==> src/rtl/caldate_pkg.sv <==
package caldate_pkg;

  // Widths of the request and response fields
  localparam int unsigned DayW   = 5;
  localparam int unsigned MonthW = 4;
  localparam int unsigned YearW  = 16;
  localparam int unsigned AddW   = 10;
  // Working day count: largest day plus largest add count
  localparam int unsigned WDayW  = 11;

  localparam int unsigned MaxAddDays = 1023;
  localparam int unsigned MonthsPerYear = 12;

  typedef enum logic [1:0] {
    OP_SET     = 2'd0,
    OP_PREINC  = 2'd1,
    OP_POSTINC = 2'd2,
    OP_ADD     = 2'd3
  } op_e;

  typedef enum logic [1:0] {
    ST_IDLE,
    ST_STEP,
    ST_CLAMP,
    ST_DONE
  } state_e;

  // Operands of the shared month step unit
  typedef struct packed {
    logic [WDayW-1:0]  day;
    logic [MonthW-1:0] month;
    logic [YearW-1:0]  year;
    logic              clamp;
  } step_in_t;

  // Result of one step; carry set when a whole month was taken off
  typedef struct packed {
    logic [WDayW-1:0]  day;
    logic [MonthW-1:0] month;
    logic [YearW-1:0]  year;
    logic              carry;
  } step_out_t;

endpackage

==> src/rtl/caldate_req_if.sv <==
interface caldate_req_if;
  import caldate_pkg::*;

  logic              valid;
  logic              ready;
  logic [1:0]        op;
  logic [DayW-1:0]   set_day;
  logic [MonthW-1:0] set_month;
  logic [YearW-1:0]  set_year;
  logic [AddW-1:0]   add_days;

  modport source (output valid, op, set_day, set_month, set_year, add_days, input ready);
  modport sink   (input valid, op, set_day, set_month, set_year, add_days, output ready);

endinterface

==> src/rtl/caldate_rsp_if.sv <==
interface caldate_rsp_if;
  import caldate_pkg::*;

  logic              valid;
  logic              ready;
  logic [DayW-1:0]   out_day;
  logic [MonthW-1:0] out_month;
  logic [YearW-1:0]  out_year;

  modport source (output valid, out_day, out_month, out_year, input ready);
  modport sink   (input valid, out_day, out_month, out_year, output ready);

endinterface

==> src/rtl/caldate_step.sv <==
module caldate_step
  import caldate_pkg::*;
(
  input  step_in_t  step_i,
  output step_out_t step_o
);

  // 23593 is the inverse of 25 modulo 2^16; y divisible by 25 iff y*inv <= 65535/25
  localparam logic [YearW-1:0] Inv25  = 16'd23593;
  localparam logic [YearW-1:0] Lim25  = 16'd2621;

  function automatic logic is_leap(input logic [YearW-1:0] y);
    logic [YearW-1:0] prod;
    logic             div25;
    begin
      prod  = y * Inv25;
      div25 = (prod <= Lim25);
      // by 4, and either not by 100 or by 400 (16 and 25)
      is_leap = (y[1:0] == 2'd0) && ((y[3:0] == 4'd0) || !div25);
    end
  endfunction

  logic [DayW-1:0]  len;
  logic [WDayW-1:0] len_w;
  logic             over;

  always_comb begin
    case (step_i.month)
      4'd2:                      len = is_leap(step_i.year) ? 5'd29 : 5'd28;
      4'd4, 4'd6, 4'd9, 4'd11:   len = 5'd30;
      default:                   len = 5'd31;
    endcase
  end

  assign len_w = WDayW'(len);
  assign over  = (step_i.day > len_w);

  always_comb begin
    step_o.day   = step_i.day;
    step_o.month = step_i.month;
    step_o.year  = step_i.year;
    step_o.carry = 1'b0;
    if (step_i.clamp) begin
      if (over) begin
        step_o.day = len_w;
      end
    end else if (over) begin
      step_o.carry = 1'b1;
      step_o.day   = step_i.day - len_w;
      if (step_i.month == MonthW'(MonthsPerYear)) begin
        step_o.month = MonthW'(1);
        step_o.year  = step_i.year + YearW'(1);
      end else begin
        step_o.month = step_i.month + MonthW'(1);
      end
    end
  end

endmodule

==> src/rtl/calendar_date_counter.sv <==
// Channel  Dir  Payload                                        Meaning
// req_i    in   op, set_day, set_month, set_year, add_days     one operation
// rsp_o    out  out_day, out_month, out_year                   one date per request
//
// Set passes through the clamp state before the output register; increments
// and adds pass through the step state, which takes off one month per pass (up to 34
// months for 1023 days); the month step unit handles one month per cycle.
// Reset gives the date 1/1/0 and an empty output register.
// A result waiting in the output register does not block the next request;
// only a second finished result waits, in the done state, until rsp_o is taken.
module calendar_date_counter
  import caldate_pkg::*;
(
  input  logic clk_i,
  input  logic rst_ni,
  caldate_req_if.sink   req_i,
  caldate_rsp_if.source rsp_o
);

  state_e state_q, state_d;
  op_e    op_q;

  // Stored date
  logic [DayW-1:0]   cur_day_q;
  logic [MonthW-1:0] cur_month_q;
  logic [YearW-1:0]  cur_year_q;

  // Working date walked by the step unit
  logic [WDayW-1:0]  wd_q, wd_d;
  logic [MonthW-1:0] wm_q, wm_d;
  logic [YearW-1:0]  wy_q, wy_d;

  logic              out_valid_q;
  logic [DayW-1:0]   out_day_q;
  logic [MonthW-1:0] out_month_q;
  logic [YearW-1:0]  out_year_q;

  logic      req_fire;
  logic      rsp_fire;
  logic      load_out;
  logic      load_work;
  op_e       req_op;
  step_in_t  step_in;
  step_out_t step_out;
  logic [WDayW-1:0]  add_n;
  logic [MonthW-1:0] set_m;
  logic [WDayW-1:0]  set_d;

  assign req_op   = op_e'(req_i.op);
  assign req_i.ready = (state_q == ST_IDLE);
  assign req_fire = req_i.valid && req_i.ready;
  assign rsp_fire = rsp_o.valid && rsp_o.ready;

  assign rsp_o.valid     = out_valid_q;
  assign rsp_o.out_day   = out_day_q;
  assign rsp_o.out_month = out_month_q;
  assign rsp_o.out_year  = out_year_q;

  // Add count saturation, set clamping of the lower bounds and of the month's upper bound
  assign add_n = (WDayW'(req_i.add_days) > WDayW'(MaxAddDays)) ?
                 WDayW'(MaxAddDays) : WDayW'(req_i.add_days);
  assign set_m = (req_i.set_month == '0) ? MonthW'(1) :
                 (req_i.set_month > MonthW'(MonthsPerYear)) ? MonthW'(MonthsPerYear) :
                 req_i.set_month;
  assign set_d = (req_i.set_day == '0) ? WDayW'(1) : WDayW'(req_i.set_day);

  assign step_in.day   = wd_q;
  assign step_in.month = wm_q;
  assign step_in.year  = wy_q;
  assign step_in.clamp = (state_q == ST_CLAMP);

  caldate_step u_step (
    .step_i (step_in),
    .step_o (step_out)
  );

  // Sequencer
  always_comb begin
    state_d   = state_q;
    wd_d      = wd_q;
    wm_d      = wm_q;
    wy_d      = wy_q;
    load_work = 1'b0;
    load_out  = 1'b0;
    case (state_q)
      ST_IDLE: begin
        if (req_fire) begin
          load_work = 1'b1;
          case (req_op)
            OP_SET: begin
              wd_d    = set_d;
              wm_d    = set_m;
              wy_d    = req_i.set_year;
              state_d = ST_CLAMP;
            end
            OP_PREINC, OP_POSTINC: begin
              wd_d    = WDayW'(cur_day_q) + WDayW'(1);
              wm_d    = cur_month_q;
              wy_d    = cur_year_q;
              state_d = ST_STEP;
            end
            default: begin
              wd_d    = WDayW'(cur_day_q) + add_n;
              wm_d    = cur_month_q;
              wy_d    = cur_year_q;
              state_d = ST_STEP;
            end
          endcase
        end
      end
      ST_STEP: begin
        if (step_out.carry) begin
          load_work = 1'b1;
          wd_d      = step_out.day;
          wm_d      = step_out.month;
          wy_d      = step_out.year;
        end else begin
          state_d = ST_DONE;
        end
      end
      ST_CLAMP: begin
        load_work = 1'b1;
        wd_d      = step_out.day;
        state_d   = ST_DONE;
      end
      ST_DONE: begin
        // wait only while a previous result is still held
        if (!out_valid_q || rsp_o.ready) begin
          load_out = 1'b1;
          state_d  = ST_IDLE;
        end
      end
      default: begin
        state_d = ST_IDLE;
      end
    endcase
  end

  always_ff @(posedge clk_i or negedge rst_ni) begin
    if (!rst_ni) begin
      state_q     <= ST_IDLE;
      out_valid_q <= 1'b0;
      cur_day_q   <= DayW'(1);
      cur_month_q <= MonthW'(1);
      cur_year_q  <= '0;
    end else begin
      state_q <= state_d;
      if (load_out) begin
        out_valid_q <= 1'b1;
      end else if (rsp_fire) begin
        out_valid_q <= 1'b0;
      end
      // add query leaves the stored date alone
      if (load_out && (op_q != OP_ADD)) begin
        cur_day_q   <= DayW'(wd_q);
        cur_month_q <= wm_q;
        cur_year_q  <= wy_q;
      end
    end
  end

  always_ff @(posedge clk_i) begin
    if (req_fire) begin
      op_q <= req_op;
    end
    if (load_work) begin
      wd_q <= wd_d;
      wm_q <= wm_d;
      wy_q <= wy_d;
    end
    if (load_out) begin
      if (op_q == OP_POSTINC) begin
        out_day_q   <= cur_day_q;
        out_month_q <= cur_month_q;
        out_year_q  <= cur_year_q;
      end else begin
        out_day_q   <= DayW'(wd_q);
        out_month_q <= wm_q;
        out_year_q  <= wy_q;
      end
    end
  end

endmodule
==> src/flat_wrapper.sv <==
// flat-port wrapper written by rule: the top's interface ports become plain ports
module calendar_date_counter_flat import caldate_pkg::*;
  (clk_i, rst_ni, req_i_valid, req_i_op, req_i_set_day, req_i_set_month, req_i_set_year, req_i_add_days, req_i_ready, rsp_o_valid, rsp_o_out_day, rsp_o_out_month, rsp_o_out_year, rsp_o_ready);
  caldate_req_if req_i_i ();
  caldate_rsp_if rsp_o_i ();
  input  logic clk_i;
  input  logic rst_ni;
  input wire logic [$bits(req_i_i.valid)-1:0] req_i_valid;
  input wire logic [$bits(req_i_i.op)-1:0] req_i_op;
  input wire logic [$bits(req_i_i.set_day)-1:0] req_i_set_day;
  input wire logic [$bits(req_i_i.set_month)-1:0] req_i_set_month;
  input wire logic [$bits(req_i_i.set_year)-1:0] req_i_set_year;
  input wire logic [$bits(req_i_i.add_days)-1:0] req_i_add_days;
  output wire logic [$bits(req_i_i.ready)-1:0] req_i_ready;
  output wire logic [$bits(rsp_o_i.valid)-1:0] rsp_o_valid;
  output wire logic [$bits(rsp_o_i.out_day)-1:0] rsp_o_out_day;
  output wire logic [$bits(rsp_o_i.out_month)-1:0] rsp_o_out_month;
  output wire logic [$bits(rsp_o_i.out_year)-1:0] rsp_o_out_year;
  input wire logic [$bits(rsp_o_i.ready)-1:0] rsp_o_ready;
  assign req_i_i.valid = req_i_valid;
  assign req_i_i.op = req_i_op;
  assign req_i_i.set_day = req_i_set_day;
  assign req_i_i.set_month = req_i_set_month;
  assign req_i_i.set_year = req_i_set_year;
  assign req_i_i.add_days = req_i_add_days;
  assign req_i_ready = req_i_i.ready;
  assign rsp_o_valid = rsp_o_i.valid;
  assign rsp_o_out_day = rsp_o_i.out_day;
  assign rsp_o_out_month = rsp_o_i.out_month;
  assign rsp_o_out_year = rsp_o_i.out_year;
  assign rsp_o_i.ready = rsp_o_ready;
  calendar_date_counter u_core (.clk_i(clk_i), .rst_ni(rst_ni), .req_i(req_i_i), .rsp_o(rsp_o_i));
endmodule
==> config.mk <==
export PLATFORM = sky130hd
export DESIGN_NAME = calendar_date_counter_flat
export DESIGN_NICKNAME = d
export VERILOG_FILES = /design/src/rtl/caldate_pkg.sv /design/src/rtl/caldate_req_if.sv /design/src/rtl/caldate_rsp_if.sv /design/src/rtl/caldate_step.sv /design/src/rtl/calendar_date_counter.sv /design/src/flat_wrapper.sv
export SDC_FILE = /design/constraint.sdc
export NUM_CORES = 1
export LEC_CHECK = 0
export BUFFER_PORTS_ARGS = -buffer_cell sky130_fd_sc_hd__buf_4
export CELL_PAD_IN_SITES_DETAIL_PLACEMENT = 2
export CELL_PAD_IN_SITES_GLOBAL_PLACEMENT = 2
export CORE_UTILIZATION = 42
export DETAILED_ROUTE_END_ITERATION = 7
export HOLD_SLACK_MARGIN = 0.02
export PLACE_DENSITY_LB_ADDON = 0.08
export SYNTH_ARGS = -nofsm -noshare
export SYNTH_HDL_FRONTEND = slang
export SYNTH_SLANG_ARGS = --single-unit
==> constraint.sdc <==
create_clock -name clk_i -period 11.9 [get_ports clk_i]
set_clock_uncertainty 0.2 [all_clocks]
set_input_delay 1.785 -clock clk_i [delete_from_list [all_inputs] [get_ports clk_i]]
set_output_delay 1.785 -clock clk_i [all_outputs]
set_load 0.05 [all_outputs]
==> run metrics <==
pin count of the biggest net entering global routing 40; kind of critical path reg2reg; Hold WC Path Type reg2reg; WL/cell 21.1 um; H-tree Lvls 3; core box area roughly 15000 um^2; r2r setup slk 3.89 ns; endpoints failing setup 0; Final HPWL DP approximately 14000 um; Worst setup EP type flip-flop; post-synthesis instance area 6550 um^2; share of the synthesized area in the top cell type roughly a quarter; CTS clk-pin slew, worst paths 0.07 ns; Via Count 4947; Max-cap violations 0; Nets 840; clock net sink count 86; P&R area growth vs syn 15.0%; IO Pins 68; hold path depth 2; Worst setup SP type flip-flop; total CTS buffers 9; Initial Utilization between 40 and 50%; worst-path fanout max 25; CTS resizes 0; DRT Pass-1 Iters 4; Hold Violations, Final 0; Reg2Reg Launch Point u_core.wy_q[8]; syn nets slightly below 800; Cells after Synth 635; Crit path arrival time 7.80 ns; Final Non-Filler Cells 890; initial antenna violation count 0; DIE WIDTH 127 um; post-synth cell types 54; sequential-to-total area share from yosys stat 37.3%; fin. max-slew vios 0; Starting DRT DRC Count 239; num rows 45; syn avg cell area about 10 um^2; vias in the first global route 5640; CTS Buffer Depth 2; grt ovf 0; Max-slew headroom 40.0%; Antenna Violating Nets Remaining 0; Fillers 1575; Vias/cell ~5.6; yosys warns 0; Die Y 127 um; first-pass GRT wire length roughly 31000 um; GRT Resource Usage Total 25.5%; Clk Latency, worst-skew pair 0.36 ns; top cells by area, synth edfxtp_1 27%, ha_1 16%, dfrtp_1 9.9%; RSZ-0062 raised after global routing false; period utilization 67.3%; Slew @ Worst Pin roughly 0.90 ns; GP Congestion about 0.9; final setup TNS 0 ns; Hold EP u_core.cur_month_q[0]; Yosys reg bits 86; count of flip-flops with a built-in enable after synthesis 58; CTS root buffer clkbuf_16; # hold bufs at CTS 0; outcome finished clean; TritonCTS clock tree yes; ratio of cells with drive above 1 in the final layout 17.5%; WL final 18800 um; # port buffers 67; placed insts roughly 900; fmax 125 MHz; WP data required 11.69 ns; hold_sp u_core.cur_month_q[0]; asr flop ratio synth 32.6%; worst reg2reg path depth 24; Period minus WS final 8.01 ns; top cell type by total area after synthesis edfxtp_1; diode count 0; Post-CTS Setup Bufs 0; die footprint 16100 um^2; top_reg_cell synth edfxtp_1; FF-to-FF End u_core.wm_q[2]; Residual DRC 0
[final cells by class]
class / count / area (um^2) / area share, %
sequential: 86 / 2440 / 32.4
multi-input combinational: 459 / 3770 / 50.1
timing repair buffer: 73 / 548 / 7.27
tap: 188 / 235 / 3.12
clock buffer: 11 / 243 / 3.22
inverter: 68 / 255 / 3.39
clock inverter: 5 / 35.0 / 0.465
[state kept, by name (all words and copies together), names as in the netlist]
register	count
u_core.cur_month_q	4
u_core.cur_day_q	5
u_core.wy_q	16
u_core.op_q	2
u_core.rsp_o.out_month	4
u_core.wd_q	11
u_core.rsp_o.out_day	5
u_core.wm_q	4
u_core.state_q	2
u_core.rsp_o.out_year	16
u_core.cur_year_q	16
u_core.rsp_o.valid	1
[routing by layer]
layer	GRT usage (%)	up-vias	part of all wire (%)
met5	0	-	0
met1	32.9	2477	46
met3	2.57	15	3.0
met2	44.9	98	49
li1	-	2357	-
met4	7.91	0	1.6
[cell usage in the layout, fill, tap and decap left out, types with 2 or more instances in the layout]
| cell | count |
|---|---|
| ha_1 | 82 |
| buf_4 | 73 |
| inv_1 | 68 |
| edfxtp_1 | 58 |
| o21ai_0 | 56 |
| nand2_1 | 51 |
| xnor2_1 | 34 |
| nand3_1 | 28 |
| dfrtp_1 | 26 |
| nor2_1 | 23 |
| mux2_2 | 23 |
| a21oi_1 | 20 |
| fa_1 | 20 |
| mux2i_1 | 18 |
| xor2_1 | 16 |
| clkbuf_16 | 9 |
| nor3_1 | 8 |
| a221oi_1 | 6 |
| o22ai_1 | 6 |
| a31oi_1 | 5 |
| nand2b_1 | 5 |
| and2_1 | 4 |
| a21o_1 | 4 |
| and3_1 | 4 |
| nand4_1 | 4 |
| nor2b_1 | 3 |
| o21bai_1 | 3 |
| a211oi_1 | 3 |
| nor4_1 | 3 |
| clkinvlp_4 | 3 |
| o21a_1 | 2 |
| nand3b_1 | 2 |
| or3_1 | 2 |
| mux2_1 | 2 |
| dfstp_2 | 2 |
[critical path: stages (launching register included)]
cell and delay, ns:
edfxtp_1 0.54, ha_1 0.35, inv_1 0.05, fa_1 0.51, inv_1 0.05, ha_1 0.29, ha_1 0.32, fa_1 0.49
ha_1 0.31, ha_1 0.34, and2_1 0.19, a221oi_1 0.42, a21bo_2 0.22, a21bo_1 0.16, mux2_2 0.34, a211oi_1 0.31
nor2_1 0.07, ha_1 0.18, inv_1 0.08, a21o_1 0.14, nand4_1 0.24, o21ai_2 0.34, nor2b_4 0.72, nand2_1 0.17
a211oi_1 0.60
[worst max-delay path by stage]
| stage | slack [ns] | end | from | cells past startpoint |
|---|---|---|---|---|
| after floorplan | 4.30 | u_core.wy_q[0] | u_core.wy_q[8] | 25 |
| after detailed placement | 3.92 | u_core.wm_q[3] | u_core.wy_q[8] | 24 |
| final | 3.89 | u_core.wm_q[2] | u_core.wy_q[8] | 24 |
| after CTS | 3.86 | u_core.wm_q[2] | u_core.wy_q[8] | 24 |
| after global routing | 3.34 | u_core.wm_q[2] | u_core.wy_q[8] | 24 |
| after global placement | 4.31 | u_core.wm_q[0] | u_core.wy_q[8] | 24 |
[Yosys cell counts, types with 5 or more instances]
cell / number
ha_1: 82
inv_1: 68
edfxtp_1: 58
o21ai_0: 56
nand2_1: 52
xnor2_1: 34
nand3_1: 28
dfrtp_1: 26
mux2_2: 23
nor2_1: 23
a21oi_1: 20
fa_1: 20
clkbuf_1: 18
mux2i_1: 18
xor2_1: 16
nor3_1: 8
a221oi_1: 6
o22ai_1: 6
a31oi_1: 5
nand2b_1: 5
[logic make-up after synthesis]
kind of cell	share of synthesized area, %
mux	7.04
xor+xnor	6.68
simple gates	10.8
fa+ha+maj	21.8
compound gates	11.1
buf+inv	5.27
flops	37.3
[through the flow]
| step | instance area (um^2) | hold WS (ns) | worst slack (ns) | util (%) |
|---|---|---|---|---|
| after global placement | 7260 | 0.277 | 4.31 | 47.7 |
| after global routing | 7530 | 0.312 | 3.34 | 49.6 |
| final | 7530 | 0.296 | 3.89 | 49.6 |
| after detailed placement | 7260 | 0.291 | 3.92 | 47.7 |
| after CTS | 7530 | 0.301 | 3.86 | 49.6 |
| after floorplan | 6550 | 0.264 | 4.30 | - |
Power is left out: the tool's default activity adds up to more than one toggle a clock period on the data nets, which glitch-free logic cannot reach.
